[src/hw/rtl/fwt_pkg.sv]
// Shared types, event codes and character constants for the Forth word tokenizer.
`default_nettype none
package fwt_pkg;
	localparam int WORD_MAX_DEFAULT   = 64;
	localparam int STRING_MAX_DEFAULT = 256;
	localparam int QUEUE_DEPTH        = 4;
	localparam int DATA_W             = 56;

	localparam logic [2:0] EV_WORD_CHAR   = 3'd0;
	localparam logic [2:0] EV_STRING_CHAR = 3'd1;
	localparam logic [2:0] EV_END         = 3'd2;
	localparam logic [2:0] EV_ERROR       = 3'd3;
	localparam logic [2:0] EV_DROP        = 3'd4;

	localparam logic [1:0] ERR_COMMENT    = 2'd0;
	localparam logic [1:0] ERR_STRING     = 2'd1;
	localparam logic [1:0] ERR_TOO_LONG   = 2'd2;

	localparam logic TK_WORD   = 1'b0;
	localparam logic TK_STRING = 1'b1;

	localparam logic [7:0] CH_BACKSLASH = 8'h5C;
	localparam logic [7:0] CH_LPAREN    = 8'h28;
	localparam logic [7:0] CH_RPAREN    = 8'h29;
	localparam logic [7:0] CH_NEWLINE   = 8'h0A;
	localparam logic [7:0] CH_QUOTE     = 8'h22;
	localparam logic [7:0] CH_SPACE     = 8'h20;
	localparam logic [7:0] CH_TAB       = 8'h09;
	localparam logic [7:0] CH_VTAB      = 8'h0B;
	localparam logic [7:0] CH_FORMFEED  = 8'h0C;
	localparam logic [7:0] CH_RETURN    = 8'h0D;

	typedef struct packed {
		logic [2:0]  event_kind;
		logic [7:0]  token_char;
		logic        token_kind;
		logic [8:0]  token_length;
		logic [15:0] start_row;
		logic [15:0] start_column;
		logic [1:0]  error_code;
	} result_t;

	typedef struct packed {
		logic    second_valid;
		result_t first;
		result_t second;
	} group_t;
endpackage
`default_nettype wire

[src/hw/rtl/fwt_front.sv]
// Front end: accepts source bytes, tracks scan mode and position, builds result groups.
`default_nettype none
module fwt_front #(
	parameter int WORD_MAX   = fwt_pkg::WORD_MAX_DEFAULT,
	parameter int STRING_MAX = fwt_pkg::STRING_MAX_DEFAULT
) (
	input  wire                 clk,
	input  wire                 arst_n,
	input  wire                 s_tvalid,
	output logic                s_tready,
	input  wire  [7:0]          s_tdata,
	input  wire                 s_tlast,
	input  wire                 q_full,
	output logic                q_push,
	output fwt_pkg::group_t     q_group
);
	localparam logic [2:0] MODE_IDLE    = 3'd0;
	localparam logic [2:0] MODE_LINE    = 3'd1;
	localparam logic [2:0] MODE_PAREN   = 3'd2;
	localparam logic [2:0] MODE_WORD    = 3'd3;
	localparam logic [2:0] MODE_STRING  = 3'd4;
	localparam logic [2:0] MODE_HALTED  = 3'd5;

	logic [2:0]  mode_q, mode_d;
	logic [15:0] row_q, row_d, col_q, col_d;
	logic [15:0] trow_q, trow_d, tcol_q, tcol_d;
	logic [8:0]  cnt_q, cnt_d;
	fwt_pkg::result_t res [2];
	logic [1:0]  n;
	logic        accept;
	logic        space;
	logic [7:0]  c;

	function automatic fwt_pkg::result_t make_char(input logic [2:0] kind, input logic [7:0] ch);
		fwt_pkg::result_t r;
		r = '0;
		r.event_kind = kind;
		r.token_char = ch;
		return r;
	endfunction

	function automatic fwt_pkg::result_t make_end(input logic tk, input logic [8:0] len,
		input logic [15:0] row, input logic [15:0] col);
		fwt_pkg::result_t r;
		r = '0;
		r.event_kind   = fwt_pkg::EV_END;
		r.token_kind   = tk;
		r.token_length = len;
		r.start_row    = row;
		r.start_column = col;
		return r;
	endfunction

	function automatic fwt_pkg::result_t make_err(input logic [1:0] code,
		input logic [15:0] row, input logic [15:0] col);
		fwt_pkg::result_t r;
		r = '0;
		r.event_kind   = fwt_pkg::EV_ERROR;
		r.error_code   = code;
		r.start_row    = row;
		r.start_column = col;
		return r;
	endfunction

	assign c        = s_tdata;
	assign s_tready = !q_full;
	assign accept   = s_tvalid && !q_full;
	assign space    = (c == fwt_pkg::CH_SPACE) || (c == fwt_pkg::CH_TAB) ||
		(c == fwt_pkg::CH_NEWLINE) || (c == fwt_pkg::CH_VTAB) ||
		(c == fwt_pkg::CH_FORMFEED) || (c == fwt_pkg::CH_RETURN);

	always_comb begin
		mode_d = mode_q;
		row_d  = row_q;
		col_d  = col_q;
		trow_d = trow_q;
		tcol_d = tcol_q;
		cnt_d  = cnt_q;
		res[0] = '0;
		res[1] = '0;
		n      = 2'd0;
		unique case (mode_q)
			MODE_IDLE: begin
				priority if (space) begin
				end else if (c == fwt_pkg::CH_BACKSLASH) begin
					mode_d = MODE_LINE;
				end else if (c == fwt_pkg::CH_LPAREN) begin
					trow_d = row_q;
					tcol_d = col_q;
					cnt_d  = 9'd0;
					mode_d = MODE_PAREN;
				end else if (c == fwt_pkg::CH_QUOTE) begin
					trow_d = row_q;
					tcol_d = col_q;
					cnt_d  = 9'd0;
					mode_d = MODE_STRING;
				end else begin
					trow_d = row_q;
					tcol_d = col_q;
					mode_d = MODE_WORD;
					res[0] = make_char(fwt_pkg::EV_WORD_CHAR, c);
					n      = 2'd1;
					cnt_d  = 9'd1;
					if (cnt_d >= 9'(WORD_MAX)) begin
						res[1] = make_end(fwt_pkg::TK_WORD, cnt_d, trow_d, tcol_d);
						n      = 2'd2;
						mode_d = MODE_IDLE;
					end
				end
			end
			MODE_LINE: begin
				if (c == fwt_pkg::CH_NEWLINE) begin
					mode_d = MODE_IDLE;
				end
			end
			MODE_PAREN: begin
				if (c == fwt_pkg::CH_RPAREN) begin
					mode_d = MODE_IDLE;
				end
			end
			MODE_WORD: begin
				priority if (space) begin
					res[0] = make_end(fwt_pkg::TK_WORD, cnt_q, trow_q, tcol_q);
					n      = 2'd1;
					mode_d = MODE_IDLE;
				end else if (c == fwt_pkg::CH_QUOTE) begin
					res[0] = make_char(fwt_pkg::EV_DROP, 8'd0);
					n      = 2'd1;
					cnt_d  = 9'd0;
					mode_d = MODE_STRING;
				end else begin
					res[0] = make_char(fwt_pkg::EV_WORD_CHAR, c);
					n      = 2'd1;
					cnt_d  = cnt_q + 9'd1;
					if (cnt_d >= 9'(WORD_MAX)) begin
						res[1] = make_end(fwt_pkg::TK_WORD, cnt_d, trow_q, tcol_q);
						n      = 2'd2;
						mode_d = MODE_IDLE;
					end
				end
			end
			MODE_STRING: begin
				priority if (c == fwt_pkg::CH_QUOTE) begin
					res[0] = make_end(fwt_pkg::TK_STRING, cnt_q, trow_q, tcol_q);
					n      = 2'd1;
					mode_d = MODE_IDLE;
				end else if (c == fwt_pkg::CH_NEWLINE) begin
					res[0] = make_err(fwt_pkg::ERR_STRING, trow_q, tcol_q);
					n      = 2'd1;
					mode_d = MODE_HALTED;
				end else if (({1'b0, cnt_q} + 10'd1) >= 10'(STRING_MAX)) begin
					res[0] = make_err(fwt_pkg::ERR_TOO_LONG, trow_q, tcol_q);
					n      = 2'd1;
					mode_d = MODE_HALTED;
				end else begin
					res[0] = make_char(fwt_pkg::EV_STRING_CHAR, c);
					n      = 2'd1;
					cnt_d  = cnt_q + 9'd1;
				end
			end
			default: begin
				mode_d = MODE_HALTED;
			end
		endcase

		if (mode_d != MODE_HALTED) begin
			if (c == fwt_pkg::CH_NEWLINE) begin
				if (row_q != 16'hFFFF) begin
					row_d = row_q + 16'd1;
				end
				col_d = 16'd1;
			end else if (col_q != 16'hFFFF) begin
				col_d = col_q + 16'd1;
			end
		end

		if (s_tlast && mode_d != MODE_HALTED) begin
			if (mode_d == MODE_WORD) begin
				res[n[0]] = make_end(fwt_pkg::TK_WORD, cnt_d, trow_d, tcol_d);
				n         = n + 2'd1;
			end else if (mode_d == MODE_STRING) begin
				res[n[0]] = make_err(fwt_pkg::ERR_STRING, trow_d, tcol_d);
				n         = n + 2'd1;
				mode_d    = MODE_HALTED;
			end else if (mode_d == MODE_PAREN) begin
				res[n[0]] = make_err(fwt_pkg::ERR_COMMENT, trow_d, tcol_d);
				n         = n + 2'd1;
				mode_d    = MODE_HALTED;
			end
			if (mode_d != MODE_HALTED) begin
				mode_d = MODE_IDLE;
				row_d  = 16'd1;
				col_d  = 16'd1;
				trow_d = 16'd1;
				tcol_d = 16'd1;
				cnt_d  = 9'd0;
			end
		end
	end

	assign q_push               = accept && (n != 2'd0);
	assign q_group.second_valid = (n == 2'd2);
	assign q_group.first        = res[0];
	assign q_group.second       = res[1];

	always_ff @(posedge clk or negedge arst_n) begin
		if (!arst_n) begin
			mode_q <= MODE_IDLE;
			row_q  <= 16'd1;
			col_q  <= 16'd1;
			trow_q <= 16'd1;
			tcol_q <= 16'd1;
			cnt_q  <= 9'd0;
		end else if (accept) begin
			mode_q <= mode_d;
			row_q  <= row_d;
			col_q  <= col_d;
			trow_q <= trow_d;
			tcol_q <= tcol_d;
			cnt_q  <= cnt_d;
		end
	end
endmodule
`default_nettype wire

[src/hw/rtl/fwt_queue.sv]
// Short queue of result groups between the front end and the output stage.
`default_nettype none
module fwt_queue (
	input  wire                   clk,
	input  wire                   arst_n,
	input  wire                   push,
	input  wire fwt_pkg::group_t  push_group,
	output logic                  full,
	input  wire                   pop,
	output fwt_pkg::group_t       head,
	output logic                  empty
);
	localparam int DEPTH = fwt_pkg::QUEUE_DEPTH;
	localparam int AW    = $clog2(DEPTH);

	fwt_pkg::group_t entry_q [DEPTH];
	logic [AW-1:0]   wr_ptr_q, rd_ptr_q;
	logic [AW:0]     count_q;

	assign full  = (count_q == (AW+1)'(DEPTH));
	assign empty = (count_q == '0);
	assign head  = entry_q[rd_ptr_q];

	always_ff @(posedge clk) begin
		if (push) begin
			entry_q[wr_ptr_q] <= push_group;
		end
	end

	always_ff @(posedge clk or negedge arst_n) begin
		if (!arst_n) begin
			wr_ptr_q <= '0;
			rd_ptr_q <= '0;
			count_q  <= '0;
		end else begin
			if (push) begin
				wr_ptr_q <= (wr_ptr_q == AW'(DEPTH - 1)) ? '0 : wr_ptr_q + 1'b1;
			end
			if (pop) begin
				rd_ptr_q <= (rd_ptr_q == AW'(DEPTH - 1)) ? '0 : rd_ptr_q + 1'b1;
			end
			unique case ({push, pop})
				2'b10:   count_q <= count_q + 1'b1;
				2'b01:   count_q <= count_q - 1'b1;
				default: count_q <= count_q;
			endcase
		end
	end
endmodule
`default_nettype wire

[src/hw/rtl/fwt_back.sv]
// Back end: splits result groups into single results and holds the output register.
`default_nettype none
module fwt_back (
	input  wire                    clk,
	input  wire                    arst_n,
	input  wire fwt_pkg::group_t   head,
	input  wire                    empty,
	output logic                   pop,
	output logic                   m_tvalid,
	input  wire                    m_tready,
	output fwt_pkg::result_t       out_result,
	output logic                   m_tlast
);
	logic             sel_q;
	logic             valid_q;
	logic             last_q;
	fwt_pkg::result_t res_q;
	logic             load;
	logic             group_end;

	assign load       = (!valid_q || m_tready) && !empty;
	assign group_end  = sel_q || !head.second_valid;
	assign pop        = load && group_end;
	assign m_tvalid   = valid_q;
	assign m_tlast    = last_q;
	assign out_result = res_q;

	always_ff @(posedge clk or negedge arst_n) begin
		if (!arst_n) begin
			valid_q <= 1'b0;
			sel_q   <= 1'b0;
		end else begin
			if (!valid_q || m_tready) begin
				valid_q <= !empty;
			end
			if (load) begin
				sel_q <= !group_end;
			end
		end
	end

	always_ff @(posedge clk) begin
		if (load) begin
			res_q  <= sel_q ? head.second : head.first;
			last_q <= group_end;
		end
	end
endmodule
`default_nettype wire

[src/hw/rtl/forth_word_tokenizer_unit.sv]
// Top level of the Forth word tokenizer: front end, group queue and output stage.
//
//  Channel  Dir  tdata (low bit up)                                tuser       tlast
//  s_       in   source_byte[7:0]                                  -           last_byte
//  m_       out  token_char, token_kind, token_length, start_row,  event_kind  final_result
//                start_column, error_code, 4 zero bits
//
// One source byte is accepted per cycle while the queue has room.
// Each result leaves the single output register in its own cycle, so a byte with two
// results holds the output for both in turn; the four-entry queue absorbs such bursts.
// Results reach the output through a queue entry and then the output register.
// Reset returns to between tokens at row 1, column 1; after an error all bytes are
// accepted and dropped until reset.
`default_nettype none
module forth_word_tokenizer_unit #(
	parameter int WORD_MAX   = fwt_pkg::WORD_MAX_DEFAULT,
	parameter int STRING_MAX = fwt_pkg::STRING_MAX_DEFAULT
) (
	input  wire                        clk,
	input  wire                        arst_n,
	input  wire                        s_tvalid,
	output logic                       s_tready,
	input  wire  [7:0]                 s_tdata,   // source_byte
	input  wire                        s_tlast,
	output logic                       m_tvalid,
	input  wire                        m_tready,
	output logic [fwt_pkg::DATA_W-1:0] m_tdata,   // token_char, token_kind, token_length,
	                                              // start_row, start_column, error_code
	output logic [2:0]                 m_tuser,   // event_kind
	output logic                       m_tlast
);
	fwt_pkg::group_t  push_group, head;
	fwt_pkg::result_t out_result;
	logic             push, full, pop, empty;

	fwt_front #(
		.WORD_MAX   (WORD_MAX),
		.STRING_MAX (STRING_MAX)
	) u_front (
		.clk      (clk),
		.arst_n   (arst_n),
		.s_tvalid (s_tvalid),
		.s_tready (s_tready),
		.s_tdata  (s_tdata),
		.s_tlast  (s_tlast),
		.q_full   (full),
		.q_push   (push),
		.q_group  (push_group)
	);

	fwt_queue u_queue (
		.clk        (clk),
		.arst_n     (arst_n),
		.push       (push),
		.push_group (push_group),
		.full       (full),
		.pop        (pop),
		.head       (head),
		.empty      (empty)
	);

	fwt_back u_back (
		.clk        (clk),
		.arst_n     (arst_n),
		.head       (head),
		.empty      (empty),
		.pop        (pop),
		.m_tvalid   (m_tvalid),
		.m_tready   (m_tready),
		.out_result (out_result),
		.m_tlast    (m_tlast)
	);

	assign m_tuser = out_result.event_kind;
	assign m_tdata = {4'b0, out_result.error_code, out_result.start_column,
		out_result.start_row, out_result.token_length, out_result.token_kind,
		out_result.token_char};
endmodule
`default_nettype wire

[config.mk]
export PLATFORM = sky130hd
export DESIGN_NAME = forth_word_tokenizer_unit
export DESIGN_NICKNAME = d
export VERILOG_FILES = /design/src/hw/rtl/fwt_pkg.sv /design/src/hw/rtl/fwt_front.sv /design/src/hw/rtl/fwt_queue.sv /design/src/hw/rtl/fwt_back.sv /design/src/hw/rtl/forth_word_tokenizer_unit.sv
export SDC_FILE = /design/constraint.sdc
export NUM_CORES = 1
export LEC_CHECK = 0
export BUFFER_PORTS_ARGS = -buffer_cell sky130_fd_sc_hd__buf_2
export CAP_MARGIN = 20
export CORE_ASPECT_RATIO = 1.5
export CORE_MARGIN = 5
export CORE_UTILIZATION = 50
export DETAILED_ROUTE_END_ITERATION = 16
export GPL_TIMING_DRIVEN = 0
export PLACE_DENSITY = 0.77
export SKIP_LAST_GASP = 1
export SLEW_MARGIN = 20
export SYNTH_ARGS = -nofsm -noshare
export SYNTH_HDL_FRONTEND = slang
export SYNTH_HIERARCHICAL = 1
export SYNTH_SLANG_ARGS = --single-unit
[constraint.sdc]
create_clock -name clk -period 6.6 [get_ports clk]
set_input_delay 0.33 -clock clk [delete_from_list [all_inputs] [get_ports clk]]
set_output_delay 0.33 -clock clk [all_outputs]
set_load 0.03 [all_outputs]
## Yosys cells after proc, flatten, opt, wreduce, memory -nomap -nowiden

Memory sizes are Yosys's and may differ from the RTL's.
Cells that the tools add are included.

| storage, ports and cells | value |
|---|---|
| memories | 1 |
| input bits | 13 |
| output and inout bits | 62 |
| register bits after elaboration | 141 |
| memory bits (writable) | 444 |

| cells by class | value |
|---|---|
| equality and inequality tests | 27 |
| order comparisons | 4 |
| bitwise gates (word level) | 1 |
| reduce and logical (&&, ||, !) cells | 22 |
| mux-type cells | 92 |
| add/subtract/negate cells | 9 |

Memories:

| memory | words | width | rd ports | clocked after Yosys merged registers in | write ports | RTL line | text |
|---|---|---|---|---|---|---|---|
| u_queue.entry_q | 4 | 111 | 1 | 0 | 1 | fwt_queue.sv:16 | `fwt_pkg::group_t entry_q [DEPTH];` |

Operator list:

| cell | count |
|---|---|
| 55-bit two-way mux | 12 |
| 110-bit two-way mux | 4 |
| 110-bit bitwise mux | 3 |
| 16-bit two-way mux | 20 |
| 55-bit case mux with 3 select lines | 1 |
| 54-bit two-way mux | 2 |
| 9-bit two-way mux | 10 |
| 55-bit demux with 1-bit select | 1 |
| 3-bit two-way mux | 18 |
| 52-bit two-way mux | 1 |
| 8-bit by 4-bit == test with 1-bit output, second input constant | 5 |
| 16-bit by 1-bit adder with 16-bit output, second input constant | 2 |
| 8-bit by 6-bit == test with 1-bit output, second input constant | 4 |
| 16-bit inequality test, second input constant | 2 |
| 9-bit case mux with 3 select lines | 1 |
| 2-bit two-way mux | 12 |
| 3-bit case mux with 5 select lines | 1 |
| 3-bit by 2-bit == test with 1-bit output, second input constant | 4 |
| 9-bit by 1-bit adder with 10-bit output, second input constant | 1 |
| 10-bit by 9-bit greater-or-equal comparator with 1-bit output, second input constant | 1 |
| 9-bit by 1-bit adder with 9-bit output, second input constant | 1 |
| 3-bit == test, second input constant | 3 |
| 9-bit by 7-bit greater-or-equal comparator with 1-bit output, second input constant | 1 |
| 2-bit == test, second input constant | 4 |
| 18 further kinds | 41 |

## Logic depth before layout (Yosys ltp)

Gate-level depths: netlist of the first run.

| logic depth | value |
|---|---|
| depth in word-level cells | 18 |
| mapped depth | 19 |
| mapped depth without buffers | 18 |

## Hierarchy

The synthesis of the first run kept the hierarchy.

By module, submodules not included:

| module | area an instance (um^2) | sequential area each (um^2) | cells an instance | times used |
|---|---|---|---|---|
| fwt_queue | 16462.0 | 13508.0 | 618 | 1 |
| fwt_front | 5784.3 | 1906.8 | 664 | 1 |
| fwt_back | 2603.7 | 1731.7 | 127 | 1 |
| forth_word_tokenizer_unit | 33.8 | 0.0 | 5 | 1 |

## Worst setup path after synthesis of the first run

OpenSTA, ideal clock, no wires.

| path | value |
|---|---|
| path type | reg-to-reg |
| from | reg u_front.cnt_q[0] |
| to | mem u_queue/entry_q[3][0] (netlist bit), enable pin |
| data required time | 6.117 ns |
| slack | 0.512 ns |
| arrival time | 5.606 ns |
| stages on the path, launching flop included | 14 |
| setup time | 0.483 ns |
| cells stage by stage | dfrtp_1 -> ha_1 -> and2_0 -> and2_1 -> clkbuf_1 -> or3_4 -> a31o_4 -> o211ai_4 -> inv_6 -> ha_1 -> a311oi_1 -> or2_2 -> a21oi_1 -> and2_1 |

| between the ends | value |
|---|---|
| word-level cells in the longest chain between the ends | 15 |
| elaborated cells on any way between the ends | 29 |
| classes of those cells | add/sub (3); order compare (2); eq/ne (4); mux (17); reduce/logical (3) |

Ends and longest elaborated chain:

| element | RTL line | text |
|---|---|---|
| start: declaration | fwt_front.sv:27 | `logic [8:0] cnt_q, cnt_d;` |
| start signal: assignment | fwt_front.sv:220 | `cnt_q <= cnt_d;` |
| 9-bit by 1-bit adder with 9-bit output or 9-bit by 1-bit adder with 10-bit output (tied branches) | fwt_front.sv:134, fwt_front.sv:151 |  |
| 9-bit by 7-bit greater-or-equal comparator with 1-bit output or 10-bit by 9-bit greater-or-equal comparator with 1-bit output (tied branches) | fwt_front.sv:135, fwt_front.sv:151 |  |
| 2-bit two-way mux, or another cell as far along | fwt_front.sv:135 | `if (cnt_d >= 9'(WORD_MAX)) begin` |
| 2-bit two-way mux, or another cell as far along | fwt_front.sv:126 | `end else if (c == fwt_pkg::CH_QUOTE) begin` |
| 2-bit two-way mux, or another cell as far along | fwt_front.sv:122 | `priority if (space) begin` |
| 2-bit case mux with 3 select lines or 3-bit case mux with 5 select lines (tied branches) | fwt_front.sv:82 | `unique case (mode_q)` |
| 2-bit by 1-bit adder with 2-bit output or 3-bit by 2-bit == test with 1-bit output (tied branches) | n/a |  |
| 2-bit two-way mux | fwt_front.sv:185 | `end else if (mode_d == MODE_PAREN) begin` |
| 2-bit two-way mux | fwt_front.sv:181 | `end else if (mode_d == MODE_STRING) begin` |
| 2-bit two-way mux | fwt_front.sv:178 | `if (mode_d == MODE_WORD) begin` |
| 2-bit two-way mux (*) | fwt_front.sv:177 | `if (s_tlast && mode_d != MODE_HALTED) begin` |
| 2-bit nonzero test (*) | fwt_front.sv:201 | `assign q_push = accept && (n != 2'd0);` |
| 1-bit logical AND (*) | fwt_front.sv:201 |  |
| via push | forth_word_tokenizer_unit.sv:34 | `logic push, full, pop, empty;` |
| 1-bit two-way mux (*) | fwt_queue.sv:25 | `if (push) begin` |
| 1-bit two-way mux (implied by the code) (*) | fwt_queue.sv:26 | `entry_q[wr_ptr_q] <= push_group;` |
| end: declaration | fwt_queue.sv:16 |  |

The timed path passes the listed nets; every way through them passes the cells marked *.

## Worst setup path after layout of the first run

| path | value |
|---|---|
| from | reg u_front.cnt_q[0] |
| to | mem u_queue/entry_q[0][68] (netlist bit), enable pin |

Same word-level chain as after synthesis.

==> impl_metrics.csv, run 1 <==
group,metric,value,unit
routing,vias_per_cell,5.874,
setup_path,worst-path-max-fanout,29,
global_routing,grt_pass1_wl,82250,µm
floorplan,die_h,283.2,µm
power,leakagePower,0.009757,µW
placed_design,gp_congestion,0.8738,
sta,final-hold-violation-count,0,
synthesis,syn_inst,1414,
cells_and_area,syn_to_final_growth,13.04,%
synthesis,synth_top_family_by_area,"multiplexers",
sta,holdWs,234.8,ps
synthesis,synth_area_leader_cell,"edfxtp_1",
power,peakVddDrop,0.0002000,V
placed_design,place_inst,2175,
setup_path,cp.required,6850,ps
sta,worstMarginPinSlew,966.3,ps
setup_path,arrival,5290,ps
routing,top_layer,"met4",
synthesis,synthXorXnorAreaFrac,0.7391,%
cells_and_area,final_cell_mix,"500 x edfxtp_1, 111 x mux4_2, 94 x buf_2, 82 x a22o_1, 81 x dfrtp_1",
floorplan,die_x,192.2,µm
synthesis,synth_compound_area_share,6.863,%
routing,wl_met1,20430,µm
sta,setup_viol,0,
cells_and_area,instances_no_fill,2269,
routing,routed-wl-met2,28100,µm
clock_network,clock_sinks,585,
floorplan,core_area,49420,µm²
routing,drc,0,
routing,avgRoutedWirePerCell,23.16,µm
setup_path,crit_family,"simple AND/OR/NAND/NOR gates",
placed_design,dp_slack,1615,ps
sta,min_period,5040,ps
clock_network,clk_path_buf_depth,3,
clock_network,htreeDepth,2,
global_routing,antenna_found_initial,1,
synthesis,yosysUniqueCellTypes,90,
global_routing,grt_use_total,19.46,%
clock_network,cts.clk_slew.worst_paths,70,ps
cells_and_area,nets,1589,
setup_path,timing.critical_path.buf_inv,3,
synthesis,ys_warn_count,6,
floorplan,io_pins,75,
power,p_per_area,453.7,nW/µm²
sta,fin_crit_sh,76.37,%
floorplan,initial_utilization,50.35,%
setup_path,setup.worst_path.end_class,"flop",
setup_path,cp_slowest_cell,"nor4_1",
synthesis,netlist.area_leader.share,60.34,%
clock_network,cts_buffers,49,
setup_path,crit_chain,"ha_1 > and3_1 > and4_1 > nor4_1 > nor3_4 > o211ai_4 > inv_6 > ha_1 > a311oi_1 > or2_2 > a21oi_1 > and2_4 > buf_12 > buf_12",
routing,first_iter_violations,1298,
synthesis,syn_area_per_cell,17.60,µm²
synthesis,ys.flop_type,"edfxtp_1",
placed_design,place_hpwl,35010,µm
setup_path,crit_type,"flop to flop",
routing,routed_wl,52560,µm
synthesis,synth_area_leaders,"edfxtp_1 60%, mux4_2 10%, dfrtp_1 8.1%, a22o_1 2.9%, mux2_4 2.4%",
global_routing,grt_max_degree,52,
routing,vias,13330,
routing,wl_met3,2472,µm
synthesis,ys_seq_area_share,68.91,%
synthesis,synthMuxAreaShare,13.91,%
clock_network,cts_tree,"yes",
global_routing,grt_pass1_vias,13920,
synthesis,yosys_register_bits,585,
sta,timing.final.ws_setup,1560,ps
global_routing,grt-ovfl-total,0,
hold_path,hp-class,"primary input to flop",
floorplan,core.rowCount,100,
synthesis,syn_area,24880,µm²
sta,rsz0062_at_grt,"no",
synthesis,synth-simple-area-share,5.808,%
cells_and_area,layout.cells.most_common,"edfxtp_1",
sta,maxSlewViolCount,0,
routing,ant_nets,0,
floorplan,die-area,54420,µm²
placed_design,io_buffers,69,
setup_path,cp_slowest_stage_delay,730,ps
clock_network,cts_root_buf,"clkbuf_16",
run_status,outcome,"finished, final reports clean",
setup_path,start_kind,"flop",
sta,clock-skew-final,21.75,ps
synthesis,synth_edf_count,500,
job,cap_violations,0,
routing,drtPass1Iterations,8,
cells_and_area,drive_gt1_share,27.60,%
sta,relSlewSlack,34.99,%
clock_network,clk-insertion-delay-late,580,ps
sta,max_freq,0.1984,GHz
synthesis,async_reset_ff_share,14.53,%
synthesis,synth_fa_ha_area_share,0.5833,%
report_power, final:
group	leakage [µW]	internal, µW	switching, µW
clock	0.000790	1660	1270
sequential	0.00574	5060	226
combinational	0.00323	1910	2640
layout make-up:
type                       count  area (µm²)
sequential                   585       17150
multi-input combinational    712        7022
clock inverter                22       250.2
antenna                        1       2.502
inverter                      27       106.4
clock buffer                  69        1374
timing repair buffer          87       718.2
buffer                       103       679.4
tap                          663       829.5
fill                        3627       21290
per-stage QoR:
step	util (%)	cell area, µm²	setup TNS [ps]	power (µW)
floorplan	-	24930	0	8620
finish	56.91	28130	0	12760
CTS	56.91	28130	0	12880
global route	56.91	28130	0	13360
detailed placement	53.58	26480	0	9929
global placement	52.83	26110	-864450	9824
state kept, by name (all words and copies together) (netlist names):
| register | flops |
|---|---|
| u_back/m_tlast | 1 |
| u_back/m_tvalid | 1 |
| u_back/out_result | 55 |
| u_back/sel_q | 1 |
| u_front/cnt_q | 9 |
| u_front/col_q | 16 |
| u_front/mode_q | 3 |
| u_front/row_q | 16 |
| u_front/tcol_q | 16 |
| u_front/trow_q | 16 |
| u_queue/count_q | 3 |
| u_queue/entry_q | 444 |
| u_queue/rd_ptr_q | 2 |
| u_queue/wr_ptr_q | 2 |
layer usage:
layer,up-vias,GRT usage [%]
met3,95,2.389
met4,0,5.994
met2,415,34.37
met5,-,0
met1,6879,25.13
li1,5940,-
timing repair:
action	in CTS	in global routing
buffers inserted	0	0
resized for setup	0	0
hold buffers	2	0
setup endpoints to repair	0	0
endpoints found under the hold margin	33	0
worst register-to-register path, delay by kind of cell (launching register included):
| family | cells | cell delay, ps |
|---|---|---|
| buffers and inverters | 3 | 600 |
| and+or+nand+nor | 6 | 2200 |
| AOI/OAI and AO/OA | 3 | 800 |
| DFF | 1 | 480 |
| adders and majority gates | 2 | 610 |
synthesized netlist by cell type (8+ instances only):
cell type  count
xnor2_1       12
and3_1         8
o21ai_1        9
buf_4         24
nand2_1       54
a21oi_1       19
edfxtp_1     500
nand4_1       14
nor3_1        14
mux2i_1       17
nand3_1       17
mux4_2       111
xor2_1         9
mux2_2        17
buf_6         12
o21ai_0       29
nor2_1        65
dfrtp_1       81
a22o_1        82
nor4_1         8
clkbuf_1      28
mux2_4        40
ha_1          10
and2_1        22
inv_1         25
buf_2         26
nor2b_1       11
kinds of logic (layout without fill, tap and decap cells):
| logic type | count (synthesis) | in the layout |
|---|---|---|
| flops | 585 | 585 |
| mux | 185 | 185 |
| xor+xnor | 21 | 21 |
| fa+ha+maj | 11 | 11 |
| other cells | 2 | 16 |
| compound gates | 217 | 217 |
| buf+inv | 130 | 308 |
| simple gates | 263 | 263 |
final timing paths:
path / start / endpoint / slack (ps) / cells past startpoint
worst max-delay path: u_front/cnt_q[0]$_DFFE_PN0P_ / u_queue/entry_q[0][68]$_DFFE_PP_ / 1560 / 14
worst min-delay path: s_tdata[3] / u_queue/entry_q[0][102]$_DFFE_PP_ / 230 / 2
worst max register to register: u_front/cnt_q[0]$_DFFE_PN0P_ / u_queue/entry_q[0][68]$_DFFE_PP_ / 1560 / 14
worst min register to register: u_front/trow_q[0]$_DFFE_PN1P_ / u_front/trow_q[0]$_DFFE_PN1P_ / 480 / 2
max in group asynchronous: arst_n / u_front/row_q[0]$_DFFE_PN1P_ / 5590 / 3
min in group asynchronous: arst_n / u_front/tcol_q[15]$_DFFE_PN0P_ / 330 / 2
No activity file was read; power rests on OpenSTA's default activity.
==> inputs of run 2 (changes only) <==
==> constraint.sdc (replaced) <==
create_clock -name clk -period 4.3 [get_ports clk]
set_input_delay 0.215 -clock clk [delete_from_list [all_inputs] [get_ports clk]]
set_output_delay 0.215 -clock clk [all_outputs]
set_load 0.03 [all_outputs]
==> impl_metrics.csv, run 2 (synthesis results as in run 1) <==
group,metric,value,unit
floorplan,initial_utilization,50.35,%
cells_and_area,drive_gt1_share,29.47,%
power,pwr-share-clk,23.8,%
global_routing,grt_pass1_wl,85290,µm
sta,fin_crit_sh,95.32,%
power,peakVddDrop,0.0003976,V
routing,ant_nets,0,
floorplan,die-area,54420,µm²
global_routing,grt-ovfl-total,0,
cells_and_area,largest_register,"u_queue/entry_q",
cells_and_area,syn_to_final_growth,14.46,%
global_routing,grt_use_total,20.30,%
floorplan,core_area,49420,µm²
setup_path,arrival,4590,ps
setup_path,crit_chain,"ha_2 > and2_0 > and2_2 > or3_4 > a31oi_4 > o211ai_4 > inv_6 > ha_1 > a311oi_1 > or2_2 > a21oi_4 > inv_1 > ha_1 > inv_1 > fa_1 > xor2_1 > nor2_1 > xor2_1",
setup_path,cp.required,4790,ps
routing,avgRoutedWirePerCell,23.89,µm
floorplan,die_x,192.2,µm
clock_network,clk_path_buf_depth,3,
floorplan,core.rowCount,100,
sta,min_period,4099,ps
sta,relSlewSlack,28.31,%
placed_design,gp_congestion,0.9033,
sta,max_freq,0.2440,GHz
sta,worstMarginPinSlew,1065,ps
power,pwr-share-seq,40.3,%
power,combPwrFrac,35.9,%
clock_network,cts_buffers,53,
power,switching_power,6572,µW
global_routing,grt_max_degree,60,
clock_network,cts_root_buf,"clkbuf_16",
placed_design,place_hpwl,35100,µm
setup_path,worst-path-max-fanout,6,
sta,rsz0062_at_grt,"no",
global_routing,antenna_found_initial,3,
cells_and_area,nets,1609,
setup_path,crit_type,"flop to flop",
global_routing,grt_pass1_vias,14260,
job,cap_violations,0,
sta,holdWs,76.27,ps
power,power,20130,µW
setup_path,start_kind,"flop",
setup_path,rrSetupSlack,200,ps
power,leakagePower,0.009915,µW
floorplan,io_pins,75,
clock_network,clock_sinks,585,
clock_network,clk-insertion-delay-late,580,ps
cells_and_area,largest_register_ffs,444,
routing,first_iter_violations,1317,
sta,setup_viol,0,
clock_network,htreeDepth,2,
floorplan,die_h,283.2,µm
clock_network,cts_tree,"yes",
setup_path,cp_slowest_stage_delay,440,ps
routing,vias_per_cell,5.917,
clock_network,cts.clk_slew.worst_paths,70,ps
hold_path,hp-class,"primary input to async pin",
placed_design,io_buffers,69,
cells_and_area,final_cell_mix,"500 x edfxtp_1, 111 x mux4_2, 94 x buf_2, 82 x a22o_1, 80 x dfrtp_1",
sta,maxSlewViolCount,0,
sta,clock-skew-final,22.57,ps
power,p_int,13560,µW
cells_and_area,layout.cells.most_common,"edfxtp_1",
routing,vias,13580,
sta,final-hold-violation-count,0,
routing,drc,0,
power,switching_share,32.65,%
setup_path,cp_slowest_cell,"dfrtp_1",
routing,drtPass1Iterations,5,
run_status,outcome,"finished, final reports clean",
power,p_per_area,706.6,nW/µm²
setup_path,setup.worst_path.end_class,"flop",
routing,routed_wl,54830,µm
## run 2: changes by cell type in the layout (fill, tap and decap cells not counted), sizes merged, moves of 2 or more
cell,previous run,this run
buf,159,171
clkinv,12,18
and2,23,28
clkinvlp,2,6
inv,30,27
diode,1,3
## run 2: path summary, 6_finish.rpt
path,from,depth (start not counted),endpoint
max reg2reg,u_front/cnt_q[1]$_DFFE_PN0P_,18,u_queue/count_q[2]$_DFFE_PN0P_
max in group asynchronous,arst_n,3,u_front/col_q[0]$_DFFE_PN1P_
min reg2reg,u_front/trow_q[0]$_DFFE_PN1P_,2,u_front/trow_q[0]$_DFFE_PN1P_
min in group clk,s_tdata[7],2,u_queue/entry_q[0][106]$_DFFE_PP_
max,u_front/cnt_q[1]$_DFFE_PN0P_,18,u_queue/count_q[2]$_DFFE_PN0P_
min,arst_n,2,u_front/trow_q[9]$_DFFE_PN0P_
## run 2: layer usage
metal	track usage [%]	vias to the layer above	share of wire (%)
met5	0	-	0
met4	7.153	0	3.4
met3	2.451	112	5.1
met2	35.88	476	53
met1	25.80	7008	38
li1	-	5984	-
## run 2: timing repair
action	4_1_cts	5_1_grt
gates cloned	5	0
buffers inserted	11	3
endpoints found under the setup margin	410	302
hold buffers	2	0
resized for setup	5	4
pin swaps	6	1
hold endpoints to repair	82	0
## run 2: stage by stage
step	TNS, ps	utilization, %	setup slack [ps]	instances	area (µm²)
6_report	0	57.63	201.3	2295	28480
5_1_grt	0	57.63	2.293	2294	28480
4_1_cts	0	57.54	5.624	2290	28440
3_5_place_dp	-142050	53.58	-540.0	2173	26480
3_3_place_gp	-441610	52.86	-1003	2159	26130
2_1_floorplan	0	-	74.50	1427	24950
## run 2: critical path, delay by kind of cell (launching register included)
kind                     cells  cell delay (ps)
AO/OA/AOI/OAI                4              660
flip-flops                   1              440
buffers and inverters        3              340
XOR/XNOR                     2              320
AND/OR/NAND/NOR              5             1180
adder cells (fa/ha/maj)      4             1070
## run 2: cell type report
| class | instances | area, µm² |
|---|---|---|
| sequential | 585 | 17150 |
| inverter | 27 | 106.4 |
| clock inverter | 30 | 327.8 |
| multi-input combinational | 717 | 7101 |
| tap | 663 | 829.5 |
| buffer | 102 | 675.6 |
| antenna | 3 | 7.507 |
| clock buffer | 69 | 1458 |
| fill | 3623 | 20940 |
| timing repair buffer | 99 | 829.5 |
## run 2: power groups by stage
stage	clock network, µW	logic [µW]	registers, µW
floorplan	0	4420	8750
global placement	0	6730	8220
finish	4790	7220	8120
CTS	4890	7250	8130
global route	5140	7670	8210
detailed placement	0	7050	8240
